### src/rtl/pts_pkg.sv
`timescale 1ns / 1ps
// ----------------------------------------------------------------------------
// Periodic task slot scheduler: shared package
// Table size, field widths, transaction payload types, status and command
// codes used by the slot cells and by the top level.
// ----------------------------------------------------------------------------
package pts_pkg;

  // Number of task slots in the table, and widths that follow from it.
  localparam int unsigned MAX_TASKS = 8;
  localparam int unsigned CNT_W     = $clog2(MAX_TASKS + 1);

  // Fixed field widths.
  localparam int unsigned OP_W  = 2;
  localparam int unsigned ID_W  = 8;
  localparam int unsigned IVL_W = 16;
  localparam int unsigned ST_W  = 3;
  localparam int unsigned AC_W  = 4;

  // Operation codes of an input transaction.
  typedef enum logic [OP_W-1:0] {
    OP_TICK   = 2'd0,
    OP_ADD    = 2'd1,
    OP_REMOVE = 2'd2
  } op_e;

  // Status codes of a result transaction.
  typedef enum logic [ST_W-1:0] {
    ST_ADDED     = 3'd0,
    ST_FULL      = 3'd1,
    ST_REMOVED   = 3'd2,
    ST_NOT_FOUND = 3'd3,
    ST_FIRED     = 3'd4,
    ST_IDLE      = 3'd5
  } status_e;

  // Controller states.
  typedef enum logic {
    S_IDLE,
    S_SCAN
  } state_e;

  // Commands broadcast to every cell.
  typedef enum logic [2:0] {
    CMD_HOLD,
    CMD_ADD,
    CMD_REMOVE,
    CMD_DECR,
    CMD_SCAN
  } cmd_e;

  // Input transaction payload.
  typedef struct packed {
    logic [OP_W-1:0]  op;
    logic [ID_W-1:0]  task_id;
    logic [IVL_W-1:0] interval;
  } in_t;

  // Result transaction payload.
  typedef struct packed {
    logic [ST_W-1:0] status;
    logic [ID_W-1:0] task_id_res;
    logic [AC_W-1:0] active_count;
    logic            last;
  } out_t;

  // Contents of one task slot.
  typedef struct packed {
    logic [ID_W-1:0]  id;
    logic [IVL_W-1:0] interval;
    logic [IVL_W-1:0] countdown;
  } slot_t;

  // Command broadcast from the controller to the cells.
  typedef struct packed {
    cmd_e             cmd;
    logic [ID_W-1:0]  key_id;
    logic [IVL_W-1:0] interval;
    logic [CNT_W-1:0] count;
  } cell_cmd_t;

  // Status returned by each cell to the controller.
  typedef struct packed {
    logic            tok;
    logic            tok_due;
    logic            tok_later;
    logic [ID_W-1:0] fired_id;
  } cell_stat_t;

endpackage

### src/rtl/pts_cell.sv
`timescale 1ns / 1ps
// ----------------------------------------------------------------------------
// Periodic task slot scheduler: slot cell
// Holds one task slot and a scan token. Takes its upper neighbour's slot on
// a removal, and hands the scan token to the next cell on each scan step.
// ----------------------------------------------------------------------------
module pts_cell (
  input  logic                       clk_i,
  input  logic                       rst_ni,
  input  logic [pts_pkg::CNT_W-1:0]  cell_idx_i,
  input  pts_pkg::cell_cmd_t         cmd_i,
  input  pts_pkg::slot_t             above_i,
  input  logic                       match_prev_i,
  output logic                       match_o,
  input  logic                       due_next_i,
  output logic                       due_o,
  input  logic                       tok_prev_i,
  output pts_pkg::slot_t             slot_o,
  output pts_pkg::cell_stat_t        stat_o
);

  pts_pkg::slot_t slot_q, slot_d;
  logic           tok_q, tok_d;
  logic           occupied;
  logic           hit;
  logic           due_here;

  // Local decodes: occupancy, id match and countdown expiry.
  assign occupied = (cell_idx_i < cmd_i.count);
  assign hit      = occupied && (slot_q.id == cmd_i.key_id);
  assign due_here = occupied && (slot_q.countdown == '0);
  assign match_o  = match_prev_i | hit;
  assign due_o    = due_here | due_next_i;

  // Status seen by the controller; only the token holder reports.
  always_comb begin
    stat_o.tok       = tok_q;
    stat_o.tok_due   = tok_q & due_here;
    stat_o.tok_later = tok_q & due_next_i;
    stat_o.fired_id  = tok_q ? slot_q.id : '0;
  end

  assign slot_o = slot_q;

  // Next slot contents and token.
  always_comb begin
    slot_d = slot_q;
    tok_d  = tok_q;
    case (cmd_i.cmd)
      pts_pkg::CMD_ADD: begin
        if (cell_idx_i == cmd_i.count) begin
          slot_d.id        = cmd_i.key_id;
          slot_d.interval  = cmd_i.interval;
          slot_d.countdown = '0;
        end
      end
      pts_pkg::CMD_REMOVE: begin
        // The matching slot and every later one move down one place.
        if (match_o) begin
          slot_d = above_i;
        end
      end
      pts_pkg::CMD_DECR: begin
        if (slot_q.countdown != '0) begin
          slot_d.countdown = slot_q.countdown - pts_pkg::IVL_W'(1);
        end
        tok_d = (cell_idx_i == '0);
      end
      pts_pkg::CMD_SCAN: begin
        if (tok_q && due_here) begin
          slot_d.countdown = slot_q.interval;
        end
        tok_d = tok_prev_i;
      end
      default: begin
        slot_d = slot_q;
        tok_d  = tok_q;
      end
    endcase
  end

  // Slot storage needs no reset: only occupied slots are ever read.
  always_ff @(posedge clk_i) begin
    slot_q <= slot_d;
  end

  always_ff @(posedge clk_i or negedge rst_ni) begin
    if (!rst_ni) begin
      tok_q <= 1'b0;
    end else begin
      tok_q <= tok_d;
    end
  end

endmodule

### src/rtl/periodic_task_slot_scheduler.sv
`timescale 1ns / 1ps
// ----------------------------------------------------------------------------
// Periodic task slot scheduler: top level
// Controller, output register and the row of slot cells.
// ----------------------------------------------------------------------------
// An add or remove transaction gives one result. A tick first counts down
// every slot; then a scan token walks the row of cells from slot zero,
// stopping after the last slot that is due, and gives one fired result per
// due slot in slot order, or one idle result if none is due. The token
// advances only while the output register can take a result, so a stalled
// result consumer lengthens the scan. A new input transaction is taken once
// the scan has ended and the output register is free or being emptied.
module periodic_task_slot_scheduler (
  input  logic           clk_i,
  input  logic           rst_ni,
  input  logic           in_valid_i,
  output logic           in_stall_o,
  input  pts_pkg::in_t   in_data_i,
  output logic           out_valid_o,
  input  logic           out_stall_i,
  output pts_pkg::out_t  out_data_o
);

  localparam int unsigned N = pts_pkg::MAX_TASKS;

  pts_pkg::state_e            state_q, state_d;
  logic [pts_pkg::CNT_W-1:0]  count_q, count_d;
  logic                       fired_any_q, fired_any_d;
  logic                       out_valid_q, out_valid_d;
  pts_pkg::out_t              out_q, out_d;
  logic                       out_load;
  logic                       out_free;
  logic                       in_acc;
  pts_pkg::cell_cmd_t         cmd;

  pts_pkg::slot_t             slot_w  [N];
  pts_pkg::slot_t             above_w [N];
  pts_pkg::cell_stat_t        stat_w  [N];
  logic                       match_w [N];
  logic                       due_w   [N];
  logic                       mprev_w [N];
  logic                       dnext_w [N];
  logic                       tprev_w [N];

  logic                       tok_due_any;
  logic                       tok_later_any;
  logic [pts_pkg::ID_W-1:0]   fired_id;

  // Handshake.
  assign out_free    = !out_valid_q || !out_stall_i;
  assign in_stall_o  = !((state_q == pts_pkg::S_IDLE) && out_free);
  assign in_acc      = in_valid_i && !in_stall_o;
  assign out_valid_o = out_valid_q;
  assign out_data_o  = out_q;

  // Row of slot cells with neighbour links.
  for (genvar g = 0; g < N; g++) begin : g_cell
    if (g == 0) begin : g_first
      assign mprev_w[g] = 1'b0;
      assign tprev_w[g] = 1'b0;
    end else begin : g_rest
      assign mprev_w[g] = match_w[g-1];
      assign tprev_w[g] = stat_w[g-1].tok;
    end
    if (g == N - 1) begin : g_top
      assign dnext_w[g] = 1'b0;
      assign above_w[g] = slot_w[g];
    end else begin : g_mid
      assign dnext_w[g] = due_w[g+1];
      assign above_w[g] = slot_w[g+1];
    end

    pts_cell u_cell (
      .clk_i        (clk_i),
      .rst_ni       (rst_ni),
      .cell_idx_i   (pts_pkg::CNT_W'(g)),
      .cmd_i        (cmd),
      .above_i      (above_w[g]),
      .match_prev_i (mprev_w[g]),
      .match_o      (match_w[g]),
      .due_next_i   (dnext_w[g]),
      .due_o        (due_w[g]),
      .tok_prev_i   (tprev_w[g]),
      .slot_o       (slot_w[g]),
      .stat_o       (stat_w[g])
    );
  end

  // Gather the token holder's report; at most one cell holds the token.
  always_comb begin
    tok_due_any   = 1'b0;
    tok_later_any = 1'b0;
    fired_id      = '0;
    for (int i = 0; i < N; i++) begin
      tok_due_any   = tok_due_any | stat_w[i].tok_due;
      tok_later_any = tok_later_any | stat_w[i].tok_later;
      fired_id      = fired_id | stat_w[i].fired_id;
    end
  end

  // Next state.
  always_comb begin
    state_d = state_q;
    case (state_q)
      pts_pkg::S_IDLE: begin
        if (in_acc && (in_data_i.op == pts_pkg::OP_TICK)) begin
          state_d = pts_pkg::S_SCAN;
        end
      end
      pts_pkg::S_SCAN: begin
        if (out_free && !tok_later_any) begin
          state_d = pts_pkg::S_IDLE;
        end
      end
      default: state_d = pts_pkg::S_IDLE;
    endcase
  end

  // Cell commands, slot count and result formation.
  always_comb begin
    cmd.cmd      = pts_pkg::CMD_HOLD;
    cmd.key_id   = in_data_i.task_id;
    cmd.interval = in_data_i.interval;
    cmd.count    = count_q;
    count_d      = count_q;
    fired_any_d  = fired_any_q;
    out_load     = 1'b0;
    out_d        = out_q;
    case (state_q)
      pts_pkg::S_IDLE: begin
        if (in_acc) begin
          out_d.task_id_res = in_data_i.task_id;
          out_d.last        = 1'b1;
          case (in_data_i.op)
            pts_pkg::OP_ADD: begin
              cmd.cmd  = pts_pkg::CMD_ADD;
              out_load = 1'b1;
              if (count_q < pts_pkg::CNT_W'(N)) begin
                count_d      = count_q + pts_pkg::CNT_W'(1);
                out_d.status = pts_pkg::ST_ADDED;
              end else begin
                out_d.status = pts_pkg::ST_FULL;
              end
            end
            pts_pkg::OP_REMOVE: begin
              cmd.cmd  = pts_pkg::CMD_REMOVE;
              out_load = 1'b1;
              if (match_w[N-1]) begin
                count_d      = count_q - pts_pkg::CNT_W'(1);
                out_d.status = pts_pkg::ST_REMOVED;
              end else begin
                out_d.status = pts_pkg::ST_NOT_FOUND;
              end
            end
            pts_pkg::OP_TICK: begin
              cmd.cmd     = pts_pkg::CMD_DECR;
              fired_any_d = 1'b0;
            end
            default: begin
              cmd.cmd = pts_pkg::CMD_HOLD;
            end
          endcase
          out_d.active_count = count_d[pts_pkg::AC_W-1:0];
        end
      end
      pts_pkg::S_SCAN: begin
        if (out_free) begin
          cmd.cmd            = pts_pkg::CMD_SCAN;
          out_d.active_count = count_q[pts_pkg::AC_W-1:0];
          if (tok_due_any) begin
            out_load          = 1'b1;
            out_d.status      = pts_pkg::ST_FIRED;
            out_d.task_id_res = fired_id;
            out_d.last        = !tok_later_any;
            fired_any_d       = 1'b1;
          end else if (!tok_later_any && !fired_any_q) begin
            out_load          = 1'b1;
            out_d.status      = pts_pkg::ST_IDLE;
            out_d.task_id_res = '0;
            out_d.last        = 1'b1;
          end
        end
      end
      default: begin
        cmd.cmd = pts_pkg::CMD_HOLD;
      end
    endcase
  end

  // Output register valid flag.
  always_comb begin
    out_valid_d = out_valid_q;
    if (out_load) begin
      out_valid_d = 1'b1;
    end else if (!out_stall_i) begin
      out_valid_d = 1'b0;
    end
  end

  // Control registers.
  always_ff @(posedge clk_i or negedge rst_ni) begin
    if (!rst_ni) begin
      state_q     <= pts_pkg::S_IDLE;
      count_q     <= '0;
      fired_any_q <= 1'b0;
      out_valid_q <= 1'b0;
    end else begin
      state_q     <= state_d;
      count_q     <= count_d;
      fired_any_q <= fired_any_d;
      out_valid_q <= out_valid_d;
    end
  end

  // Result payload register.
  always_ff @(posedge clk_i) begin
    if (out_load) begin
      out_q <= out_d;
    end
  end

`ifndef SYNTHESIS
  // The slot count never exceeds the table size.
  assert property (@(posedge clk_i) disable iff (!rst_ni)
    count_q <= pts_pkg::CNT_W'(N))
    else $error("slot count above table size");

  // The slot count only changes on an accepted transaction.
  assert property (@(posedge clk_i) disable iff (!rst_ni)
    !in_acc |=> $stable(count_q))
    else $error("slot count changed without an input transaction");

  // A final result loaded during a scan ends the scan.
  assert property (@(posedge clk_i) disable iff (!rst_ni)
    (state_q == pts_pkg::S_SCAN && out_load && out_d.last) |=> state_q == pts_pkg::S_IDLE)
    else $error("scan continued after its final result");

  // A result is never loaded over one that has not been taken.
  assert property (@(posedge clk_i) disable iff (!rst_ni)
    out_load |-> out_free)
    else $error("output register overwritten");
`endif

endmodule
### config.mk
export PLATFORM = sky130hd
export DESIGN_NAME = periodic_task_slot_scheduler
export DESIGN_NICKNAME = d
export VERILOG_FILES = /design/src/rtl/pts_pkg.sv /design/src/rtl/pts_cell.sv /design/src/rtl/periodic_task_slot_scheduler.sv
export SDC_FILE = /design/constraint.sdc
export NUM_CORES = 1
export LEC_CHECK = 0
export BUFFER_PORTS_ARGS = -buffer_cell sky130_fd_sc_hd__clkbuf_2
export CORE_UTILIZATION = 43
export CTS_CLUSTER_DIAMETER = 30
export CTS_CLUSTER_SIZE = 40
export DETAILED_ROUTE_END_ITERATION = 10
export GPL_TIMING_DRIVEN = 0
export PLACE_DENSITY = 0.64
export REMOVE_ABC_BUFFERS = 1
export SYNTH_ARGS = -nofsm -noshare
export SYNTH_HDL_FRONTEND = slang
export SYNTH_SLANG_ARGS = --single-unit
export TNS_END_PERCENT = 30
### constraint.sdc
create_clock -name clk_i -period 12.42 [get_ports clk_i]
set_input_delay 0.621 -clock clk_i [delete_from_list [all_inputs] [get_ports clk_i]]
set_output_delay 0.621 -clock clk_i [all_outputs]
set_load 0.01 [all_outputs]
# Word level (Yosys, flattened, before mapping)
# Index checks and enable logic that the tools add are counted.
totals:
  wordCells: 341
  ram_bits: 0
  n_memories: 0
  output_inout_bits: 18
  latchBits: 0
  in_bits: 30
  ff_bits: 351
  rom_bits: 0
op_classes:
  order_cmp: 9
  n_eq_ne: 59
  mux: 95
  div: 0
  addsub: 10
  n_shift: 0
  multipliers: 0
  bitwise_logic: 49
  reduce_logical: 79
ops:
  columns: ["op", "count"]
  rows:
  - ["40-bit 2-to-1 mux", 14]
  - ["16-bit case mux with 4 select lines", 7]
  - ["24-bit case mux with 2 select lines", 7]
  - ["16-bit 2-to-1 mux", 19]
  - ["16-bit zero test", 8]
  - ["16-bit nonzero test", 8]
  - ["16-bit by 1-bit subtractor with 16-bit output (second input constant)", 8]
  - ["2-bit by 1-bit != test with 1-bit output (second input constant)", 35]
  - ["8-bit equality test", 8]
  - ["8-bit 2-to-1 mux", 8]
  - ["8-bit bitwise OR", 7]
  - ["16-bit case mux with 3 select lines", 1]
  - ["5-bit AND reduction", 8]
  - ["16-bit case mux with 2 select lines", 1]
  - ["1-bit logical AND", 29]
  - ["1-bit bitwise OR", 26]
  - ["3-bit AND reduction", 8]
  - ["11-bit 2-to-1 mux", 2]
  - ["1-bit case mux with 2 select lines", 11]
  - ["1-bit 2-to-1 mux", 17]
  - ["3-bit by 4-bit equality test with 1-bit output (first input constant)", 4]
  - ["3-bit by 4-bit less-than comparator with 1-bit output (first input constant)", 4]
  - ["1-bit bitwise AND", 15]
  - ["3-bit case mux with 2 select lines", 2]
  - ["other kinds (30)", 44]

# Depth between registers and ports, before layout
# Gate-level depths: netlist (run 1).
logic_depth:
  depth_word: 22
  ltp_mapped: 11
  mapped_depth_nobuf: 9

# Hierarchy
# Synthesis (run 1) repeated with hierarchy kept, for this count alone.
hier_totals:
  hier_cells: 1780
  hier_area_um2: 20935.1
by_module_without_submodules:
  columns: ["module", "area_each_um2", "seq_area_each_um2", "n_inst", "cells_per_inst"]
  rows:
  - ["pts_cell (g_cell[0].u_cell ...)", 2432.3, 1226.2, 7, 204]
  - ["pts_cell (g_cell[7].u_cell)", 2468.6, 1226.2, 1, 208]
  - ["periodic_task_slot_scheduler", 1440.1, 655.6, 1, 144]

# Least setup slack after synthesis (run 1)
# OpenSTA, ideal clock, no wires.
synth_timing:
  path_type: "input port to flip-flop"
  start: "input port in_data_i[22] (netlist name)"
  end: "register g_cell[6].u_cell.slot_q, in the netlist g_cell[6].u_cell.slot_o[0] (enable)"
  path_slack_ns: 7.521
  stages: 8
  arrival_time_ns: 4.421
  cell_sequence: "buf_4 > xor2_1 > or3_4 > nor4_4 > nor4_1 > nand2_1 > o21ai_1 > a2111oi_0"
synth_between:
  elab_chain_cells: 10
  elab_cells_between_ends: 22
  cone_classes: "eq/ne (8); bitwise (6); reduce/logical (8)"
synth_lines:
  columns: ["element", "line_no", "rtl"]
  rows:
  - ["start: declaration", "periodic_task_slot_scheduler.sv:18", "input pts_pkg::in_t in_data_i,"]
  - ["8-bit equality test", "pts_cell.sv:30", "assign hit = occupied && (slot_q.id == cmd_i.key_id);"]
  - ["1-bit logical AND", "pts_cell.sv:30", null]
  - ["1-bit bitwise OR (5 in series)", "pts_cell.sv:32", "assign match_o = match_prev_i | hit;"]
  - ["1-bit bitwise OR *", "pts_cell.sv:32", null]
  - ["2-bit by 1-bit != test with 1-bit output (no source line) *", null, null]
  - ["5-bit AND reduction (no source line) *", null, null]
  - ["end signal: assignment", "pts_cell.sv:84", "slot_q <= slot_d;"]
  - ["end: declaration", "pts_cell.sv:22", "pts_pkg::slot_t slot_q, slot_d;"]
# Mark *: on every way between the ends. The rest lies on a longest branch, timed or not.
# A chain may end at the register's enable or synchronous reset.

# Worst setup path after layout (run 1)
layout_timing:
  start: "register state_q"
  end: "register g_cell[4].u_cell.slot_q, in the netlist g_cell[4].u_cell.slot_o[5] (enable)"
layout_between:
  elab_chain_cells: 8
  elab_cells_between_ends: 15
  cone_classes: "eq/ne (8); mux (2); bitwise (1); reduce/logical (4)"
layout_lines:
  columns: ["element", "line_no", "rtl"]
  rows:
  - ["start: declaration", "periodic_task_slot_scheduler.sv:26", "pts_pkg::state_e state_q, state_d;"]
  - ["start signal: assignment", "periodic_task_slot_scheduler.sv:203", "state_q <= pts_pkg::S_IDLE;"]
  - ["start signal: assignment", "periodic_task_slot_scheduler.sv:208", "state_q <= state_d;"]
  - ["1-bit inverter (no source line)", null, null]
  - ["1-bit logical AND", "periodic_task_slot_scheduler.sv:51", "assign in_stall_o = !((state_q == pts_pkg::S_IDLE) && out_free);"]
  - ["1-bit logical AND", "periodic_task_slot_scheduler.sv:52", "assign in_acc = in_valid_i && !in_stall_o;"]
  - ["2-bit 2-to-1 mux", "periodic_task_slot_scheduler.sv:131", "if (in_acc) begin"]
  - ["3-bit case mux with 2 select lines *", "periodic_task_slot_scheduler.sv:129", "case (state_q)"]
  - ["3-bit by 2-bit equality test with 1-bit output (tied with other cells)", "pts_cell.sv:49", "case (cmd_i.cmd)"]
  - ["2-bit by 1-bit != test with 1-bit output (no source line) or 4-bit nonzero test (tied branches)", null, null]
  - ["5-bit AND reduction (no source line) *", null, null]
  - ["end signal: assignment", "pts_cell.sv:84", null]
  - ["end: declaration", "pts_cell.sv:22", null]
# Marked as above.

==> results of run 1 <==
critical path: cells and delay by family (launching register included):
family                 cells  cell delay (ns)
AOI/OAI and AO/OA          2             0.78
DFF                        1             0.59
and+or+nand+nor            4             2.36
buffers and inverters      3             1.29
registers in the layout, indices dropped and copies added (netlist names):
register,flops
g_cell.u_cell.slot_o,320
out_data_o,16
g_cell.u_cell.tok_q,8
count_q,4
fired_any_q,1
out_valid_o,1
state_q,1
cells by family after synthesis:
group	count (synthesis)
flip-flops	351
XOR/XNOR	165
adder cells (fa/ha/maj)	23
AO/OA/AOI/OAI	535
buffers and inverters	149
multiplexers	4
AND/OR/NAND/NOR	385
layer usage:
layer	GRT usage [%]	vias up	routed length, µm
met4	9.25	0	1590
li1	-	6313	-
met2	34.7	579	22300
met1	30.9	6603	21400
met5	0	-	0
met3	4.74	111	3940
layout by cell type, fill, tap and decap left out, types with 11 or more instances in the layout:
| cell type | instances |
|---|---|
| a21o_1 | 172 |
| clkinv_2 | 14 |
| nand2_1 | 86 |
| a21oi_1 | 29 |
| o221ai_1 | 14 |
| nand4_1 | 18 |
| clkbuf_16 | 75 |
| nand2b_1 | 11 |
| clkbuf_2 | 48 |
| nor3_1 | 42 |
| xnor2_1 | 120 |
| xor2_1 | 45 |
| dfrtp_1 | 15 |
| and2_0 | 23 |
| o21ai_0 | 126 |
| inv_1 | 33 |
| ha_1 | 23 |
| a22oi_1 | 125 |
| edfxtp_1 | 336 |
| nand3_1 | 27 |
| nor2_1 | 55 |
| nor4_1 | 31 |
how the worst max path moves through the flow:
stage	start	cells past startpoint	slack [ns]	to
global route	state_q$_DFF_PN0_	9	6.91	g_cell[4].u_cell.slot_o[4]$_DFFE_PP_
finish	state_q$_DFF_PN0_	9	7.12	g_cell[4].u_cell.slot_o[5]$_DFFE_PP_
global placement	state_q$_DFF_PN0_	5	-11.23	g_cell[3].u_cell.slot_o[20]$_DFFE_PP_
floorplan	state_q$_DFF_PN0_	5	-2.56	g_cell[3].u_cell.slot_o[16]$_DFFE_PP_
detailed placement	state_q$_DFF_PN0_	9	7.17	g_cell[4].u_cell.slot_o[4]$_DFFE_PP_
CTS	state_q$_DFF_PN0_	9	7.15	g_cell[4].u_cell.slot_o[5]$_DFFE_PP_
cell type report:
type	instances	area [µm²]	share of cell area [%]
Sequential cell	351	10500	46.8
Multi-Input combinational cell	1112	7800	34.9
Clock buffer	87	1960	8.77
Timing Repair Buffer	85	763	3.41
Tap cell	585	732	3.27
Clock inverter	46	518	2.32
Inverter	33	124	0.554
where the power goes:
| group | switching, mW | internal [mW] | leakage (nW) |
|---|---|---|---|
| registers | 0.322 | 1.67 | 3.32 |
| logic | 0.693 | 0.452 | 3.49 |
| clock network | 0.640 | 1.31 | 1.20 |
| total | 1.66 | 3.44 | 8.01 |
what timing repair did:
| action | CTS | global route |
|---|---|---|
| setup endpoints to repair | 0 | 0 |
| hold buffers | 1 | 0 |
| endpoints found under the hold margin | 15 | 0 |
==> results.cfg, run 1 <==
[global_route]
first_global_vias = 13700
grt_max_degree = 84
grt_use_total_pct = 22.5
grt_antenna_before_repair = 0
overflow = 0
grt_pass1_wl_um = 77700

[clock_network]
clock-sinks = 351
cts_buffers = 74
cts_root_buf = clkbuf_16
cts_setup_buffers = 0
cts_tree = done
cts_resized = 0
htree_num_levels = 3
clk_path_buf_depth = 3
path_clk_slew_ns = 0.05
clkLatencyLatePin_ns = 0.58

[pwr]
power_mw = 5.09
peakVddDrop_mv = 0.138
leakage_nw = 8.01
power_density_nw_per_um2 = 228

[floorplan]
core_um2 = 43100
die_w_um = 211
num_rows = 76
start_util_pct = 43.5
die_area_um2 = 44400
die_y_um = 211
io_pins = 48

[detailed_routing]
vias_per_cell = 5.92
dr.first_iter.drc_count = 1370
ant_nets = 0
route.detailed.drc = 0
wire_per_inst_um = 21.4
dr.pass1.iters = 7
vias = 13600
totalWireLength_um = 49300

[sta]
tns_ns = 0
finalCritPeriodShare_pct = 42.7
fin_ws_ns = 7.12
slew_headroom_pct = 26.7
hold_ws_ns = 0.231
rsz0062_at_grt = no
setup_viol = 0
tightest_slew_ns = 1.09
finalClockSkew_ns = 0.0140
hold_viol_final = 0
slew_viol_final = 0
min_period_ns = 5.30
fmax_mhz = 189

[synth]
yosysTopAreaCell = edfxtp_1
synth_top_area_share_pct = 53.8
synth_mux_area_share_pct = 0.220
synth-seq-cells = 351
synthAdderAreaFrac_pct = 1.54
synth_top_family_by_area = compound AO/OA/AOI/OAI gates
synth_xor_area_share_pct = 7.71
async_reset_ff_share_pct = 4.27
synth_compound_area_share_pct = 19.9
yosysWarnings = 0
ys.flop_type = edfxtp_1
yosysMostFrequentCell = edfxtp_1
yosysSeqAreaShare_pct = 55.8
synthesis.area_um2 = 18700
yosysUniqueCellTypes = 74
postSynthAreaPerCell_um2 = 11.6
synth_simple_gate_area_share_pct = 11.6
ys_top_cells_by_count = edfxtp_1 (336), a21o_1 (172), o21ai_0 (126)
yosys-top-cells-area = edfxtp_1 (54%), a21o_1 (6.9%), xnor2_1 (5.6%)
synthCells = 1612
synth-edff-count = 336

[layout]
num_antenna_cells = 0
syn2layout_area_growth_pct = 19.3
layout-drive-gt1-share_pct = 14.7
layout.nets = 1710
fin_util_pct = 51.9
instances_no_fill = 2299
n_fill_cell = 3650
final_area_um2 = 22400

[setup_path]
cp.arrival_ns = 5.62
rr_startpoint = state_q$_DFF_PN0_
critPathLaunchType = flip-flop
path_cells = inv_1 -> nand3_1 -> or4_2 -> nor3_1 -> nand2_1 -> o21ai_0 -> a2111oi_2 -> buf_2 -> buf_2
ff2ff_path_depth = 9
worstSetupEndpointType = flip-flop
path_common_cell = buf_2
path_class = reg -> reg
slowest_stage = or4_2
cp.required_ns = 12.74
rr_endpoint = g_cell[4].u_cell.slot_o[5]$_DFFE_PP_
rrSetupSlack_ns = 7.12
slowest_delay_ns = 1.07
cp_max_fo = 23

[hold_path]
hold_depth = 1
min_to = g_cell[7].u_cell.slot_o[18]$_DFFE_PP_
hold_class = in -> reg
hp-start = in_data_i[2]

[place]
numPortBuffers = 47
postPlaceCellArea_um2 = 19900
place_ws_ns = 7.17
dp.cells = 2164
gp_congestion = 0.907
dp_hpwl_um = 33800

[status]
status = completed

[job]
drv_cap = 0
No activity file was read; power rests on OpenSTA's default activity.
==> run 2, diff against run 1 <==
PLACE_DENSITY = 0.67   (was 0.64)
clock period = 4.3 ns   (was 12.42 ns; I/O delays follow)
==> run 2 against run 1 <==
  * First-iteration DRC count down 0.88%
  * Via count up 0.85%
  * Clock skew up 0.0099 ns
  * Critical path depth up 1
  * Power rose to 3.0 times the previous value
  * Maximum frequency up 30%
  * Register-to-register slack worse by 6.9 ns
  * Routed wire length up 0.58%
  * Cell count up 0.91%
  * Clock power rose to 3.0 times the previous value
  * Worst setup slack worse by 6.9 ns
==> results.cfg, run 2 (synthesis gave the netlist of run 1 again) <==
[status]
status = completed

[place]
gp_congestion = 0.909
dp_hpwl_um = 33600
postPlaceCellArea_um2 = 19800
numPortBuffers = 47
dp.cells = 2163
place_ws_ns = -1.10

[hold_path]
min_to = state_q$_DFF_PN0_
hold_depth = 3
hold_class = in -> reg
hp-start = in_valid_i

[sta]
tightest_slew_ns = 1.33
fin_ws_ns = 0.230
slew_viol_final = 0
setup_viol = 0
slew_headroom_pct = 10.3
fmax_mhz = 246
hold_viol_final = 0
finalClockSkew_ns = 0.0239
rsz0062_at_grt = no
tns_ns = 0
min_period_ns = 4.07
finalCritPeriodShare_pct = 94.6

[global_route]
first_global_vias = 13900
overflow = 0
grt_antenna_before_repair = 0
grt_use_total_pct = 22.5
grt_max_degree = 85
grt_pass1_wl_um = 77900

[setup_path]
rrSetupSlack_ns = 0.23
crit_buf_inv = 5
path_class = reg -> reg
ff2ff_path_depth = 10
critPathLaunchType = flip-flop
slowest_stage = or4_4
path_cells = clkinvlp_4 -> nand3_1 -> or4_4 -> buf_16 -> nor3_2 -> inv_1 -> o21ai_0 -> a2111oi_2 -> buf_2 -> buf_4
cp_max_fo = 23
worstSetupEndpointType = flip-flop
rr_endpoint = g_cell[2].u_cell.slot_o[3]$_DFFE_PP_
cp.required_ns = 4.63
rr_startpoint = state_q$_DFF_PN0_
cp.arrival_ns = 4.40
cp_top_family = simple AND/OR/NAND/NOR gates
slowest_delay_ns = 0.77

[layout]
layout_common_cells = edfxtp_1 (336), a21o_1 (172), o21ai_0 (125), a22oi_1 (125), xnor2_1 (120)
num_antenna_cells = 0
layout-drive-gt1-share_pct = 15.0
layout.nets = 1727
final_common_cell = edfxtp_1
largest_reg_flops = 320
n_fill_cell = 3616
instances_no_fill = 2320
final_area_um2 = 22700
syn2layout_area_growth_pct = 20.8

[detailed_routing]
dr.first_iter.drc_count = 1358
ant_nets = 0
dr.pass1.iters = 8
totalWireLength_um = 49600
vias_per_cell = 5.91
wire_per_inst_um = 21.4
vias = 13700
route.detailed.drc = 0

[floorplan]
start_util_pct = 43.5
core_um2 = 43100
num_rows = 76
die_w_um = 211
die_y_um = 211
die_area_um2 = 44400
io_pins = 48

[pwr]
leakage_nw = 8.10
p_int_mw = 10.1
p_sw_share_pct = 32.8
switchingPower_mw = 4.94
peakVddDrop_mv = 0.438
power_density_nw_per_um2 = 665
power_frac_seq_pct = 38.3
comb_power_share_pct = 22.4
p_clk_share_pct = 39.2
power_mw = 15.1

[clock_network]
cts_tree = done
clk_path_buf_depth = 3
cts_root_buf = clkbuf_16
clkLatencyLatePin_ns = 0.58
cts_buffers = 74
path_clk_slew_ns = 0.04
htree_num_levels = 3
clock-sinks = 351

[job]
drv_cap = 0
-- run 2: cell count changes in the layout (fill, tap and decap cells not counted), moves of 2 or more --
cell           before  now
buf_12              3    5
bufinv_16           9   12
clkbuf_8            4    0
dlygate4sd3_1       1   17
clkinv_2           14   11
buf_4               4    8
clkinvlp_4          7   12
buf_6              10    8
clkinv_16           0    2
buf_16              6    3
-- run 2: worst max-delay path by stage --
stage | start | to | slack (ns) | cells after the start
2_1_floorplan | state_q$_DFF_PN0_ | g_cell[3].u_cell.slot_o[16]$_DFFE_PP_ | -10.68 | 5
3_5_place_dp | state_q$_DFF_PN0_ | g_cell[4].u_cell.slot_o[6]$_DFFE_PP_ | -1.10 | 10
5_1_grt | state_q$_DFF_PN0_ | g_cell[6].u_cell.slot_o[6]$_DFFE_PP_ | 0.04 | 7
3_3_place_gp | state_q$_DFF_PN0_ | g_cell[6].u_cell.slot_o[22]$_DFFE_PP_ | -19.10 | 5
6_report | state_q$_DFF_PN0_ | g_cell[2].u_cell.slot_o[3]$_DFFE_PP_ | 0.23 | 10
4_1_cts | state_q$_DFF_PN0_ | g_cell[6].u_cell.slot_o[6]$_DFFE_PP_ | 0.29 | 10
-- run 2: worst min-delay path: cells and delay by family --
family | cells | cell delay (ns)
simple gates | 1 | 0.13
compound gates | 1 | 0.09
buf+inv | 1 | 0.14
-- run 2: metal layers --
metal | global-route usage (%) | wire [µm] | part of all wire (%) | vias to the layer above
met3 | 4.82 | 3760 | 7.6 | 123
met4 | 8.37 | 1490 | 3.0 | 0
met5 | 0 | 0 | 0 | -
met1 | 29.8 | 21000 | 42 | 6674
li1 | - | - | - | 6338
met2 | 36.1 | 23300 | 47 | 586
-- run 2: what timing repair did --
item | 4_1_cts | 5_1_grt
endpoints found under the hold margin | 31 | 0
resized for setup | 4 | 0
hold buffers | 17 | 0
setup endpoints to repair | 277 | 0
setup buffers | 2 | 0
-- run 2: final cells by class --
class	count	area [µm²]	area share (%)
Clock inverter	53	708	3.13
Timing Repair inverter	1	5.00	0.0221
Inverter	33	128	0.563
Tap cell	585	732	3.23
Sequential cell	351	10500	46.2
Timing Repair Buffer	101	893	3.94
Clock buffer	84	1910	8.43
Multi-Input combinational cell	1112	7810	34.5
-- run 2: metrics by stage --
step	hold slack, ns	utilization [%]
detailed placement	0.173	46.0
global route	0.0647	52.6
CTS	0.0421	52.6
global placement	0.169	44.6
floorplan	-0.0806	-
finish	0.0619	52.6
-- run 2: power by group through the flow --
stage / combinational, mW / sequential [mW] / clock [mW]
after floorplan: 2.18 / 5.56 / 0
after CTS: 3.35 / 5.75 / 5.96
after global placement: 2.69 / 5.62 / 0
after global routing: 3.70 / 5.87 / 6.13
final: 3.38 / 5.77 / 5.91
after detailed placement: 3.26 / 5.80 / 0
==> run 3, diff against run 2 <==
==> constraint.sdc (replaced) <==
create_clock -name clk_i -period 4.3 [get_ports clk_i]
set_input_delay 0.43 -clock clk_i [delete_from_list [all_inputs] [get_ports clk_i]]
set_output_delay 0.43 -clock clk_i [all_outputs]
set_load 0.01 [all_outputs]
==> run 3 against run 2 <==
  * Core utilization is 0.37 points lower
  * Sequential cell count is the same
  * Maximum frequency fell by 1.6%
  * Cell count shrank 0.69%
  * Clock power barely moved
  * Sequential power is essentially flat
  * Largest power group unchanged
  * Global-route usage hardly changed
==> results.cfg, run 3 (synthesis gave the netlist of run 1 again) <==
[setup_path]
path_cells = clkinvlp_4 -> nand3_1 -> or4_4 -> buf_16 -> nor3_2 -> nand2_1 -> o21ai_1 -> a2111oi_2 -> buf_2 -> buf_4
critPathLaunchType = flip-flop
ff2ff_path_depth = 10
slowest_stage = dfrtp_1
slowest_delay_ns = 0.83
cp.required_ns = 4.58
cp_max_fo = 23
path_class = reg -> reg
worstSetupEndpointType = flip-flop
cp.arrival_ns = 4.41

[detailed_routing]
route.detailed.drc = 0
wire_per_inst_um = 21.5
dr.pass1.iters = 8
dr.first_iter.drc_count = 1452
vias = 13600
ant_nets = 0
vias_per_cell = 5.92
totalWireLength_um = 49600

[place]
gp_congestion = 0.909
dp_hpwl_um = 33600
numPortBuffers = 47

[layout]
layout-drive-gt1-share_pct = 15.1
layout_common_cells = edfxtp_1 (336), a21o_1 (172), o21ai_0 (125), a22oi_1 (125), xnor2_1 (120)
syn2layout_area_growth_pct = 20.0
n_fill_cell = 3628
largest_reg_flops = 320
multi_input_area_um2 = 7810
layout.nets = 1711
num_antenna_cells = 0
final_common_cell = edfxtp_1
seqCellArea_um2 = 10500

[sta]
fmax_mhz = 242
setup_viol = 0
rsz0062_at_grt = no
slew_viol_final = 0
slew_headroom_pct = 6.04
min_period_ns = 4.13
tightest_slew_ns = 1.40
finalClockSkew_ns = 0.0236
hold_viol_final = 0
tns_ns = 0
finalCritPeriodShare_pct = 96.1

[global_route]
grt_use_total_pct = 22.4
overflow = 0
grt_pass1_wl_um = 77700
grt_antenna_before_repair = 0
first_global_vias = 13800
grt_max_degree = 85

[pwr]
power_density_nw_per_um2 = 669
leakage_nw = 8.04
peakVddDrop_mv = 0.433
power_mw = 15.1

[floorplan]
io_pins = 48
num_rows = 76
die_y_um = 211
core_um2 = 43100
die_area_um2 = 44400
die_w_um = 211
start_util_pct = 43.5

[clock_network]
cts_root_buf = clkbuf_16
cts_buffers = 74
clock-sinks = 351
path_clk_slew_ns = 0.04
clk_path_buf_depth = 3
clkLatencyLatePin_ns = 0.59
cts_tree = done
htree_num_levels = 3

[hold_path]
hold_depth = 1
hold_class = in -> reg

[status]
status = completed

[job]
drv_cap = 0
run 3: cell types whose count changed in the layout (fill, tap and decap cells not counted):
cell / delta
dlygate4sd3_1: -16
run 3: final timing paths:
check,startpoint,to,slack [ns]
max,state_q$_DFF_PN0_,g_cell[6].u_cell.slot_o[1]$_DFFE_PP_,0.17
min,in_data_i[12],g_cell[7].u_cell.slot_o[28]$_DFFE_PP_,0.03
max reg2reg,state_q$_DFF_PN0_,g_cell[6].u_cell.slot_o[1]$_DFFE_PP_,0.17
min reg2reg,g_cell[6].u_cell.slot_o[27]$_DFFE_PP_,g_cell[5].u_cell.slot_o[27]$_DFFE_PP_,0.53
max in group asynchronous,rst_ni,g_cell[1].u_cell.tok_q$_DFFE_PN0P_,3.63
min in group asynchronous,rst_ni,g_cell[2].u_cell.tok_q$_DFFE_PN0P_,0.35
run 3: layout make-up:
type | instances | share of cell area, %
sequential | 351 | 46.5
multi-input combinational | 1112 | 34.7
clock buffer | 84 | 8.49
timing repair buffer | 85 | 3.26
tap | 585 | 3.25
clock inverter | 53 | 3.15
inverter | 33 | 0.567
timing repair inverter | 1 | 0.0223
run 3: what timing repair did:
item	in CTS	in global routing
setup buffers	2	0
setup endpoints to repair	277	0
hold endpoints to repair	15	0
hold buffers	1	0
resized for setup	4	0
run 3: per-stage QoR:
| stage | setup WS [ns] | hold WS, ns | cell area, µm² | instances | util [%] |
|---|---|---|---|---|---|
| 4_1_cts | 0.294 | 0.0186 | 22500 | 2304 | 52.2 |
| 6_report | 0.166 | 0.0308 | 22500 | 2304 | 52.2 |
| 5_1_grt | 0.0360 | 0.0165 | 22500 | 2304 | 52.2 |
| 2_1_floorplan | -10.68 | 0.134 | 18300 | 1496 | - |
| 3_5_place_dp | -1.10 | 0.388 | 19800 | 2163 | 46.0 |
| 3_3_place_gp | -19.10 | 0.384 | 19200 | 2128 | 44.6 |
run 3: worst max-delay path, delay by kind of cell (launching register included):
kind                   cells  cell delay [ns]
AO/OA/AOI/OAI              2             0.93
buffers and inverters      4             1.07
flip-flops                 1             0.83
AND/OR/NAND/NOR            4             0.99
run 3: metal layers:
layer  wire [µm]  GRT usage [%]  up-vias
met1       20900           29.8     6617
met3        4070           4.83      109
li1            -              -     6305
met5           0              0        -
met2       23300           36.0      614
met4        1320           8.45        0
run 3: report_power, final:
group          internal (mW)  switching (mW)
clock                   3.96            1.95
combinational           1.32            2.05
sequential              4.83           0.940
total                   10.1            4.94
